**src/rtl/nfb_pkg.sv**
```systemverilog
// Shared types, constants and the iteration micro-op table for the Newton basin core.
// Used by nfb_ctrl, nfb_datapath and the top level; depends on nothing else.
package nfb_pkg;

    // Default word format, signed Q8.24.
    localparam int WORD_WIDTH_DEF = 32;
    localparam int FRAC_BITS_DEF  = 24;

    // Fixed widths of the register port, of the result fields and of the micro-step counter.
    localparam int CFG_INDEX_W = 3;
    localparam int COUNT_W     = 10;
    localparam int UC_W        = 5;

    // Register indexes on the configuration port.
    typedef enum logic [CFG_INDEX_W-1:0] {
        REG_ALPHA     = 3'd0,
        REG_ROOT_B_RE = 3'd1,
        REG_ROOT_B_IM = 3'd2,
        REG_ROOT_C_RE = 3'd3,
        REG_ROOT_C_IM = 3'd4,
        REG_HIT_RADIUS = 3'd5,
        REG_STEP_LIMIT = 3'd6
    } cfg_index_t;

    // Register values after reset.
    localparam logic [31:0]        ALPHA_RESET  = 32'h0000_0000;
    localparam logic [31:0]        ROOT_RESET   = 32'hFF80_0000;
    localparam logic [31:0]        ROOT_IM_RESET = 32'h0000_0000;
    localparam logic [31:0]        HIT_RESET    = 32'd17;
    localparam logic [COUNT_W-1:0] LIMIT_RESET  = 10'd100;

    // Result codes.
    localparam logic [1:0] ROOT_MINUS_ONE = 2'd0;
    localparam logic [1:0] ROOT_B         = 2'd1;
    localparam logic [1:0] ROOT_C         = 2'd2;
    localparam logic [1:0] ROOT_NONE      = 2'd3;

    // Micro-step positions inside the test and iteration sequences.
    localparam logic [UC_W-1:0] TEST_MUL_FR = 5'd0;
    localparam logic [UC_W-1:0] TEST_MUL_FI = 5'd1;
    localparam logic [UC_W-1:0] TEST_SUM    = 5'd2;
    localparam logic [UC_W-1:0] TEST_LAST   = 5'd3;
    localparam logic [UC_W-1:0] ITER_ZCHK   = 5'd14;
    localparam logic [UC_W-1:0] ITER_LAST   = 5'd20;

    // Operand pair fed to the shared multiplier.
    typedef enum logic [4:0] {
        M_NONE, M_FR_FR, M_FI_FI, M_ZR_ZR, M_ZI_ZI, M_ZR_ZI, M_ZI_ZR,
        M_W_Z2R, M_ZI_Z2I, M_W_Z2I, M_ZI_Z2R, M_UR_ZR, M_UI_ZI, M_UR_ZI,
        M_UI_ZR, M_DR_DR, M_DI_DI, M_NR_DR, M_NI_DI, M_NI_DR, M_NR_DI
    } mul_sel_t;

    // What is done with the product registered in the previous cycle.
    typedef enum logic [3:0] {
        P_NONE, P_LATCH_U, P_ACC_LD, P_ACC_ADD, P_MT, P_Z2R, P_Z2I, P_TR,
        P_TI, P_VR, P_VI_N, P_D, P_DEN, P_NUM_RE, P_NUM_IM
    } post_t;

    typedef struct packed {
        mul_sel_t mul_sel;
        post_t    post;
    } uop_t;

    // Commands from the controller to the datapath.
    typedef struct packed {
        logic     load;
        mul_sel_t mul_sel;
        post_t    post;
        logic [1:0] root_sel;
        logic     div_start;
    } dp_cmd_t;

    // Status from the datapath to the controller.
    typedef struct packed {
        logic               hit;
        logic               den_zero;
        logic               div_done;
        logic [COUNT_W-1:0] step_limit;
    } dp_stat_t;

    // One Newton step: z^2, (z+1)z^2, (3z+4)z, then |d|^2 and n*conj(d).
    function automatic uop_t iter_uop(input logic [UC_W-1:0] idx);
        uop_t u;
        u = '{mul_sel: M_NONE, post: P_NONE};
        case (idx)
            5'd0:  u = '{mul_sel: M_ZR_ZR,  post: P_LATCH_U};
            5'd1:  u = '{mul_sel: M_ZI_ZI,  post: P_MT};
            5'd2:  u = '{mul_sel: M_ZR_ZI,  post: P_Z2R};
            5'd3:  u = '{mul_sel: M_ZI_ZR,  post: P_MT};
            5'd4:  u = '{mul_sel: M_W_Z2R,  post: P_Z2I};
            5'd5:  u = '{mul_sel: M_ZI_Z2I, post: P_MT};
            5'd6:  u = '{mul_sel: M_W_Z2I,  post: P_TR};
            5'd7:  u = '{mul_sel: M_ZI_Z2R, post: P_MT};
            5'd8:  u = '{mul_sel: M_UR_ZR,  post: P_TI};
            5'd9:  u = '{mul_sel: M_UI_ZI,  post: P_MT};
            5'd10: u = '{mul_sel: M_UR_ZI,  post: P_VR};
            5'd11: u = '{mul_sel: M_UI_ZR,  post: P_MT};
            5'd12: u = '{mul_sel: M_NONE,   post: P_VI_N};
            5'd13: u = '{mul_sel: M_NONE,   post: P_D};
            5'd14: u = '{mul_sel: M_DR_DR,  post: P_NONE};
            5'd15: u = '{mul_sel: M_DI_DI,  post: P_ACC_LD};
            5'd16: u = '{mul_sel: M_NR_DR,  post: P_DEN};
            5'd17: u = '{mul_sel: M_NI_DI,  post: P_ACC_LD};
            5'd18: u = '{mul_sel: M_NI_DR,  post: P_NUM_RE};
            5'd19: u = '{mul_sel: M_NR_DI,  post: P_ACC_LD};
            5'd20: u = '{mul_sel: M_NONE,   post: P_NUM_IM};
            default: u = '{mul_sel: M_NONE, post: P_NONE};
        endcase
        return u;
    endfunction

endpackage

```
**src/rtl/nfb_ctrl.sv**
```systemverilog
// Controller: sequences root tests, Newton steps and divisions, and holds the result register.
// Depends on nfb_pkg.
module nfb_ctrl (
    input  logic                          clk,
    input  logic                          rst_n,
    input  logic                          in_valid,
    output logic                          in_ready,
    output logic                          out_valid,
    input  logic                          out_ready,
    output logic [1:0]                    root_index,
    output logic [nfb_pkg::COUNT_W-1:0]   iteration_count,
    output nfb_pkg::dp_cmd_t              cmd,
    input  nfb_pkg::dp_stat_t             stat
);
    import nfb_pkg::*;

    typedef enum logic [4:0] {
        S_IDLE = 5'b00001,
        S_TEST = 5'b00010,
        S_ITER = 5'b00100,
        S_DIV  = 5'b01000,
        S_DONE = 5'b10000
    } state_t;

    state_t             state_reg, state_next;
    logic [UC_W-1:0]    uc_reg, uc_next;
    logic [1:0]         k_reg, k_next;
    logic [COUNT_W-1:0] i_reg, i_next;
    logic [1:0]         res_idx_reg, res_idx_next;
    logic [COUNT_W-1:0] res_cnt_reg, res_cnt_next;
    logic               ov_reg, ov_next;
    logic [1:0]         oidx_reg, oidx_next;
    logic [COUNT_W-1:0] ocnt_reg, ocnt_next;
    uop_t               uop;

    assign uop = iter_uop(uc_reg);

    // Next-state and command logic.
    always_comb
    begin
        state_next   = state_reg;
        uc_next      = uc_reg;
        k_next       = k_reg;
        i_next       = i_reg;
        res_idx_next = res_idx_reg;
        res_cnt_next = res_cnt_reg;
        ov_next      = ov_reg && !out_ready;
        oidx_next    = oidx_reg;
        ocnt_next    = ocnt_reg;
        cmd          = '{load: 1'b0, mul_sel: M_NONE, post: P_NONE,
                         root_sel: k_reg, div_start: 1'b0};
        in_ready     = (state_reg == S_IDLE);

        unique case (state_reg)
            S_IDLE:
            begin
                if (in_valid)
                begin
                    cmd.load   = 1'b1;
                    i_next     = '0;
                    k_next     = ROOT_MINUS_ONE;
                    uc_next    = '0;
                    state_next = S_TEST;
                end
            end
            S_TEST:
            begin
                if (uc_reg == TEST_MUL_FR && k_reg == ROOT_MINUS_ONE
                    && i_reg == stat.step_limit)
                begin
                    res_idx_next = ROOT_NONE;
                    res_cnt_next = i_reg;
                    state_next   = S_DONE;
                end
                else
                begin
                    case (uc_reg)
                        TEST_MUL_FR: cmd.mul_sel = M_FR_FR;
                        TEST_MUL_FI:
                        begin
                            cmd.mul_sel = M_FI_FI;
                            cmd.post    = P_ACC_LD;
                        end
                        TEST_SUM:    cmd.post = P_ACC_ADD;
                        default: ;
                    endcase
                    if (uc_reg == TEST_LAST)
                    begin
                        uc_next = '0;
                        if (stat.hit)
                        begin
                            res_idx_next = k_reg;
                            res_cnt_next = i_reg;
                            state_next   = S_DONE;
                        end
                        else if (k_reg == ROOT_C)
                        begin
                            state_next = S_ITER;
                        end
                        else
                        begin
                            k_next = k_reg + 2'd1;
                        end
                    end
                    else
                    begin
                        uc_next = uc_reg + 1'b1;
                    end
                end
            end
            S_ITER:
            begin
                cmd.mul_sel = uop.mul_sel;
                cmd.post    = uop.post;
                if (uc_reg == ITER_ZCHK && stat.den_zero)
                begin
                    res_idx_next = ROOT_NONE;
                    res_cnt_next = stat.step_limit;
                    state_next   = S_DONE;
                end
                else if (uc_reg == ITER_LAST)
                begin
                    uc_next    = '0;
                    state_next = S_DIV;
                end
                else
                begin
                    uc_next = uc_reg + 1'b1;
                end
            end
            S_DIV:
            begin
                if (uc_reg == '0)
                begin
                    cmd.div_start = 1'b1;
                    uc_next       = UC_W'(1);
                end
                else if (stat.div_done)
                begin
                    i_next     = i_reg + 1'b1;
                    k_next     = ROOT_MINUS_ONE;
                    uc_next    = '0;
                    state_next = S_TEST;
                end
            end
            S_DONE:
            begin
                // Move the result to the output register once it is free.
                if (!ov_reg || out_ready)
                begin
                    ov_next    = 1'b1;
                    oidx_next  = res_idx_reg;
                    ocnt_next  = res_cnt_reg;
                    state_next = S_IDLE;
                end
            end
            default: state_next = S_IDLE;
        endcase
    end

    always_ff @(posedge clk or negedge rst_n)
    begin
        if (!rst_n)
        begin
            state_reg <= S_IDLE;
            uc_reg    <= '0;
            k_reg     <= '0;
            i_reg     <= '0;
            ov_reg    <= 1'b0;
        end
        else
        begin
            state_reg <= state_next;
            uc_reg    <= uc_next;
            k_reg     <= k_next;
            i_reg     <= i_next;
            ov_reg    <= ov_next;
        end
    end

    // Result payload.
    always_ff @(posedge clk)
    begin
        res_idx_reg <= res_idx_next;
        res_cnt_reg <= res_cnt_next;
        oidx_reg    <= oidx_next;
        ocnt_reg    <= ocnt_next;
    end

    assign out_valid       = ov_reg;
    assign root_index      = oidx_reg;
    assign iteration_count = ocnt_reg;

endmodule

```
**config.mk**
```make
export PLATFORM = sky130hd
export DESIGN_NAME = nfb_ctrl
export DESIGN_NICKNAME = d
export VERILOG_FILES = /design/src/rtl/nfb_pkg.sv /design/src/rtl/nfb_ctrl.sv
export SDC_FILE = /design/constraint.sdc
export NUM_CORES = 1
export LEC_CHECK = 0
export BUFFER_PORTS_ARGS = -buffer_cell sky130_fd_sc_hd__buf_2
export CORE_MARGIN = 2
export CORE_UTILIZATION = 55
export DETAILED_ROUTE_END_ITERATION = 7
export PLACE_DENSITY = 0.76
export SLEW_MARGIN = 20
export SYNTH_ARGS = -nofsm -noshare
export SYNTH_HDL_FRONTEND = slang
export SYNTH_SLANG_ARGS = --single-unit
```
**constraint.sdc**
```tcl
create_clock -name clk -period 4.77 [get_ports clk]
set_clock_uncertainty 0.1 [all_clocks]
set_input_delay 1.431 -clock clk [delete_from_list [all_inputs] [get_ports clk]]
set_output_delay 1.431 -clock clk [all_outputs]
set_load 0.1 [all_outputs]
```
# == Word level (Yosys, flattened, before mapping) ==
# Memories as Yosys holds them, arrays and structs flattened.
# Cells that the tools add are included.
# totals
output_inout_bits,27
latchBits,0
mem_bits_rw,0
mem_count,1
inputBits,17
register_bits,47
romBits,288
# mem_list
memory,depth,width,rd,rd_ports_with_merged_regs,write_ports,line_no,source
(no name shown),32,9,1,0,0,nfb_pkg.sv:85,case (idx)
# classes
n_div,0
mul,0
mux,51
magnitude_cmp,0
bitwise_logic,0
add_sub_neg,3
reduce_logical,19
n_shift,0
n_eq_ne,27
# ops
operator,count
2-to-1 mux 5 bit,17
2-to-1 mux 10 bit,7
case mux 10 bit (2 select lines),2
case mux 5 bit (5 select lines),1
2-to-1 mux 2 bit,11
"!= test 2 bit, second input constant",10
case mux 5 bit (4 select lines),1
case mux 9 bit (2 select lines),1
"equality test 5 x 2 -> 1 bit, second input constant",3
"!= test 3 bit, second input constant",4
case mux 2 bit (2 select lines),3
"adder 10 x 1 -> 10 bit, second input constant",1
equality test 10 bit,1
"equality test 5 x 1 -> 1 bit, second input constant",2
"equality test 5 x 4 -> 1 bit, second input constant",2
"equality test 5 bit, second input constant",2
AND reduction 4 bit,2
AND reduction 8 bit,1
AND reduction 7 bit,1
2-to-1 mux 1 bit,6
2-to-1 mux 6 bit,1
case mux 2 bit (3 select lines),1
"adder 5 x 1 -> 5 bit, second input constant",1
"equality test 5 x 3 -> 1 bit, second input constant",1
13 further kinds,18

# == Depth between registers and ports, before layout ==
# depth
word_depth,6
mapped_depth,9
depth_no_buf,8

# == Least setup slack after synthesis ==
# No wires, ideal clock.
# synth_path
kind,reg2out
start,register state_reg[3]
end,output cmd[12] in the netlist's numbering
arrival_ns,4.874
stages_incl_launch_ff,6
slack_ns,-1.635
path_buffers,2
cell_sequence,dfrtp_1 > buf_6 > nand2b_1 > nor4_1 > and2_1 > clkbuf_1
# synth_rtl
item,line_no,source
"start, declared",nfb_ctrl.sv:25,"state_t state_reg, state_next;"
"start signal, assigned",nfb_ctrl.sv:173,state_reg <= state_next;
"end, declared",nfb_ctrl.sv:12,"output nfb_pkg::dp_cmd_t cmd,"

==> flow_summary.yaml <==
synthesis:
  synth_nets: 336
  netlist_top_cells_area: "edfxtp_1, dfrtp_1, nand2_1, xnor2_1, ha_1"
  syn-cell-area_um2: 2872
  synth-edff-count: 24
  async_flop_share_pct: 48.94
  syn_inst: 308
  ys_seq_elements: 47
  ys_types: 51
  ys_warn_count: 0
  synth_area_leader_cell: "edfxtp_1"
  syn_avg_cell_area_um2: 9.323
  yosysSeqAreaShare_pct: 45.19
  synth-main-ff-cell: "edfxtp_1"
  synth_top_area_share_pct: 25.10
cts:
  cts_buffer_depth: 2
  cts_setup_buffers: 0
  ctsResizeCount: 0
  cts_buffers: 5
  h-tree-depth: 2
  clk_latency_ns: 0.31
  cts_sinks: 47
  cts_tree: "done"
  clock-root-buffer: "clkbuf_8"
  ctsHoldBuffers: 0
  clkTransAtPathRegs_ns: 0.09
sta:
  worstMarginPinSlew_ns: 0.8848
  finalSetupViolations: 0
  fin_setup_tns_ns: 0
  hold_viol_final: 0
  rsz0062_at_grt: "false"
  finalCriticalPeriod_ns: 4.536
  slew_headroom_pct: 40.80
  timing.fmax_mhz: 220.4
  slew_violations: 0
  worst_slack_ns: 0.2338
  fin_crit_sh_pct: 95.10
detailed_routing:
  vias_per_cell: 5.603
  drc_errors: 0
  drt_iter0_drc: 190
  final_antenna_net_count: 0
  routed-via-count: 2331
  first_pass_iters: 4
  wl_per_cell_um: 14.54
  wirelength_mm: 6.047
global_route:
  grt_pass1_wl_mm: 10.23
  grt_util_met2_pct: 35.31
  grt_pass1_vias: 2161
  track_usage_pct: 21.68
  grt_max_degree: 25
  grt-ovfl-total: 0
  antenna_found_initial: 0
  grtUsageMet1_pct: 29.19
  top_usage_layer: "met2"
  use_met3_pct: 4.147
floorplanning:
  die_h_um: 76.26
  coreArea_um2: 5075
  dieArea_um2: 5815
  start_util_pct: 56.58
  io_pins: 44
  die_w_um: 76.26
  rows: 26
worst_setup_path:
  end_kind: "primary output"
  cp_max_fo: 4
  crit_required_ns: 3.24
  crit_type: "input port to primary output"
  arrival_ns: 3.01
  start_kind: "input port"
finish:
  nets: 373
  fillCellCount: 427
  stdcell_area_um2: 3277
  final_layout_size_suffix_gt1_share_pct: 20.52
  diodes: 0
  syn2layout_area_growth_pct: 14.12
placement:
  pre_cts_slack_ns: 0.2621
  place_area_um2: 3162
  dp_hpwl_mm: 4.499
  port_buffers: 43
  globalplace.congestion: 0.9011
power:
  power_mw: 1.555
  leakagePower_nw: 1.341
  power_density_nw_per_um2: 474.5
  worst_ir_drop_vdd_v: 0.0002806
run:
  maxCapViolations: 0
run_status:
  status: "finished, final reports clean"
min_path:
  min_path_type: "flop to flop"
[cell families (layout without fill, tap and decap cells)]
logic type | Yosys count | after routing | synth area share (%)
xor+xnor | 21 | 21 | 6.405
simple gates | 139 | 139 | 25.58
mux | 2 | 2 | 0.7407
fa+ha+maj | 11 | 11 | 4.793
buf+inv | 33 | 71 | 5.054
flops | 47 | 47 | 45.19
compound gates | 55 | 55 | 12.24
[layout make-up]
| type | count | area, um2 | area share [%] |
|---|---|---|---|
| well taps | 70 | 87.58 | 2.673 |
| repair buffers | 49 | 260.3 | 7.942 |
| inverters | 14 | 52.55 | 1.604 |
| flip-flops and latches | 47 | 1297 | 39.60 |
| multi-input cells | 228 | 1464 | 44.67 |
| clock inverters | 3 | 46.29 | 1.413 |
| clock buffers | 5 | 68.82 | 2.100 |
[cell usage after synthesis (all sizes together) (2+ instances only)]
cell type  number
o21ai          18
nand3b          2
dfrtp          22
ha             11
nor2           28
nand3          18
nor2b           3
nand2          45
a211oi          5
nand2b          6
o22ai           3
nor3           11
nand4           6
nor4b           3
a22oi           3
clkbuf         11
buf             8
a21oi          10
and2            5
a31oi           4
xnor2          19
o31ai           2
or4             2
edfxtp         24
inv            14
xor2            2
nor4            6
[final timing paths]
check                                    startpoint                           end  slack, ns  cells past startpoint
min in group asynchronous                     rst_n      state_reg[2]$_DFFE_PN0P_       0.99                      1
setup reg to reg              uc_reg[0]$_DFFE_PN0P_      res_cnt_reg[1]$_DFFE_PP_       1.92                      8
max in group asynchronous                     rst_n          k_reg[0]$_DFFE_PN0P_       3.21                      1
hold reg to reg            res_cnt_reg[2]$_DFFE_PP_  iteration_count[2]$_DFFE_PP_       0.33                      0
setup / recovery                            stat[0]                        cmd[3]       0.23                      9
hold / removal             res_cnt_reg[2]$_DFFE_PP_  iteration_count[2]$_DFFE_PP_       0.33                      0
[metal layers]
layer  vias to the layer above  routed length, um
met1                      1113               2837
met3                         6                214
met2                        50               2920
li1                       1162                  -
met5                         -                  0
met4                         0                 74
[critical path, stage by stage]
cell and delay (ns):
buf_2 0.12, xnor2_1 0.21, nand4_1 0.14, nor4_1 0.28, buf_4 0.17, nor2_1 0.07
a32oi_1 0.23, o21ai_2 0.06, buf_2 0.29
[stage by stage]
step | cells | utilization (%) | hold WS [ns]
after detailed placement | 408 | 62.30 | 0.3045
after global routing | 416 | 64.57 | 0.3342
after CTS | 416 | 64.57 | 0.3255
after global placement | 408 | 62.30 | 0.3002
final | 416 | 64.57 | 0.3251
after floorplan | 308 | - | 0.3003
[power breakdown]
| part | total, mW | internal (mW) | switching, mW |
|---|---|---|---|
| Combinational | 0.689 | 0.186 | 0.503 |
| Clock | 0.303 | 0.158 | 0.145 |
| Sequential | 0.563 | 0.503 | 0.0600 |
| Total | 1.55 | 0.847 | 0.708 |
[layout by cell type (no fill, tap or decap), types with 4 or more instances in the layout]
| cell | netlist | routed |
|---|---|---|
| o21ai_0 | 18 | 16 |
| nor3_1 | 10 | 10 |
| ha_1 | 11 | 11 |
| nand2_1 | 45 | 45 |
| clkbuf_8 | 0 | 5 |
| and2_1 | 5 | 5 |
| nand3_1 | 18 | 18 |
| dfrtp_1 | 22 | 22 |
| xnor2_1 | 19 | 19 |
| buf_4 | 0 | 6 |
| a21oi_1 | 10 | 10 |
| buf_2 | 5 | 43 |
| inv_1 | 14 | 14 |
| edfxtp_1 | 24 | 24 |
| nand4_1 | 6 | 6 |
| a211oi_1 | 5 | 5 |
| nor2_1 | 27 | 27 |
| nand2b_1 | 6 | 6 |
| a31oi_1 | 4 | 4 |
No activity file was read; power rests on OpenSTA's default activity.
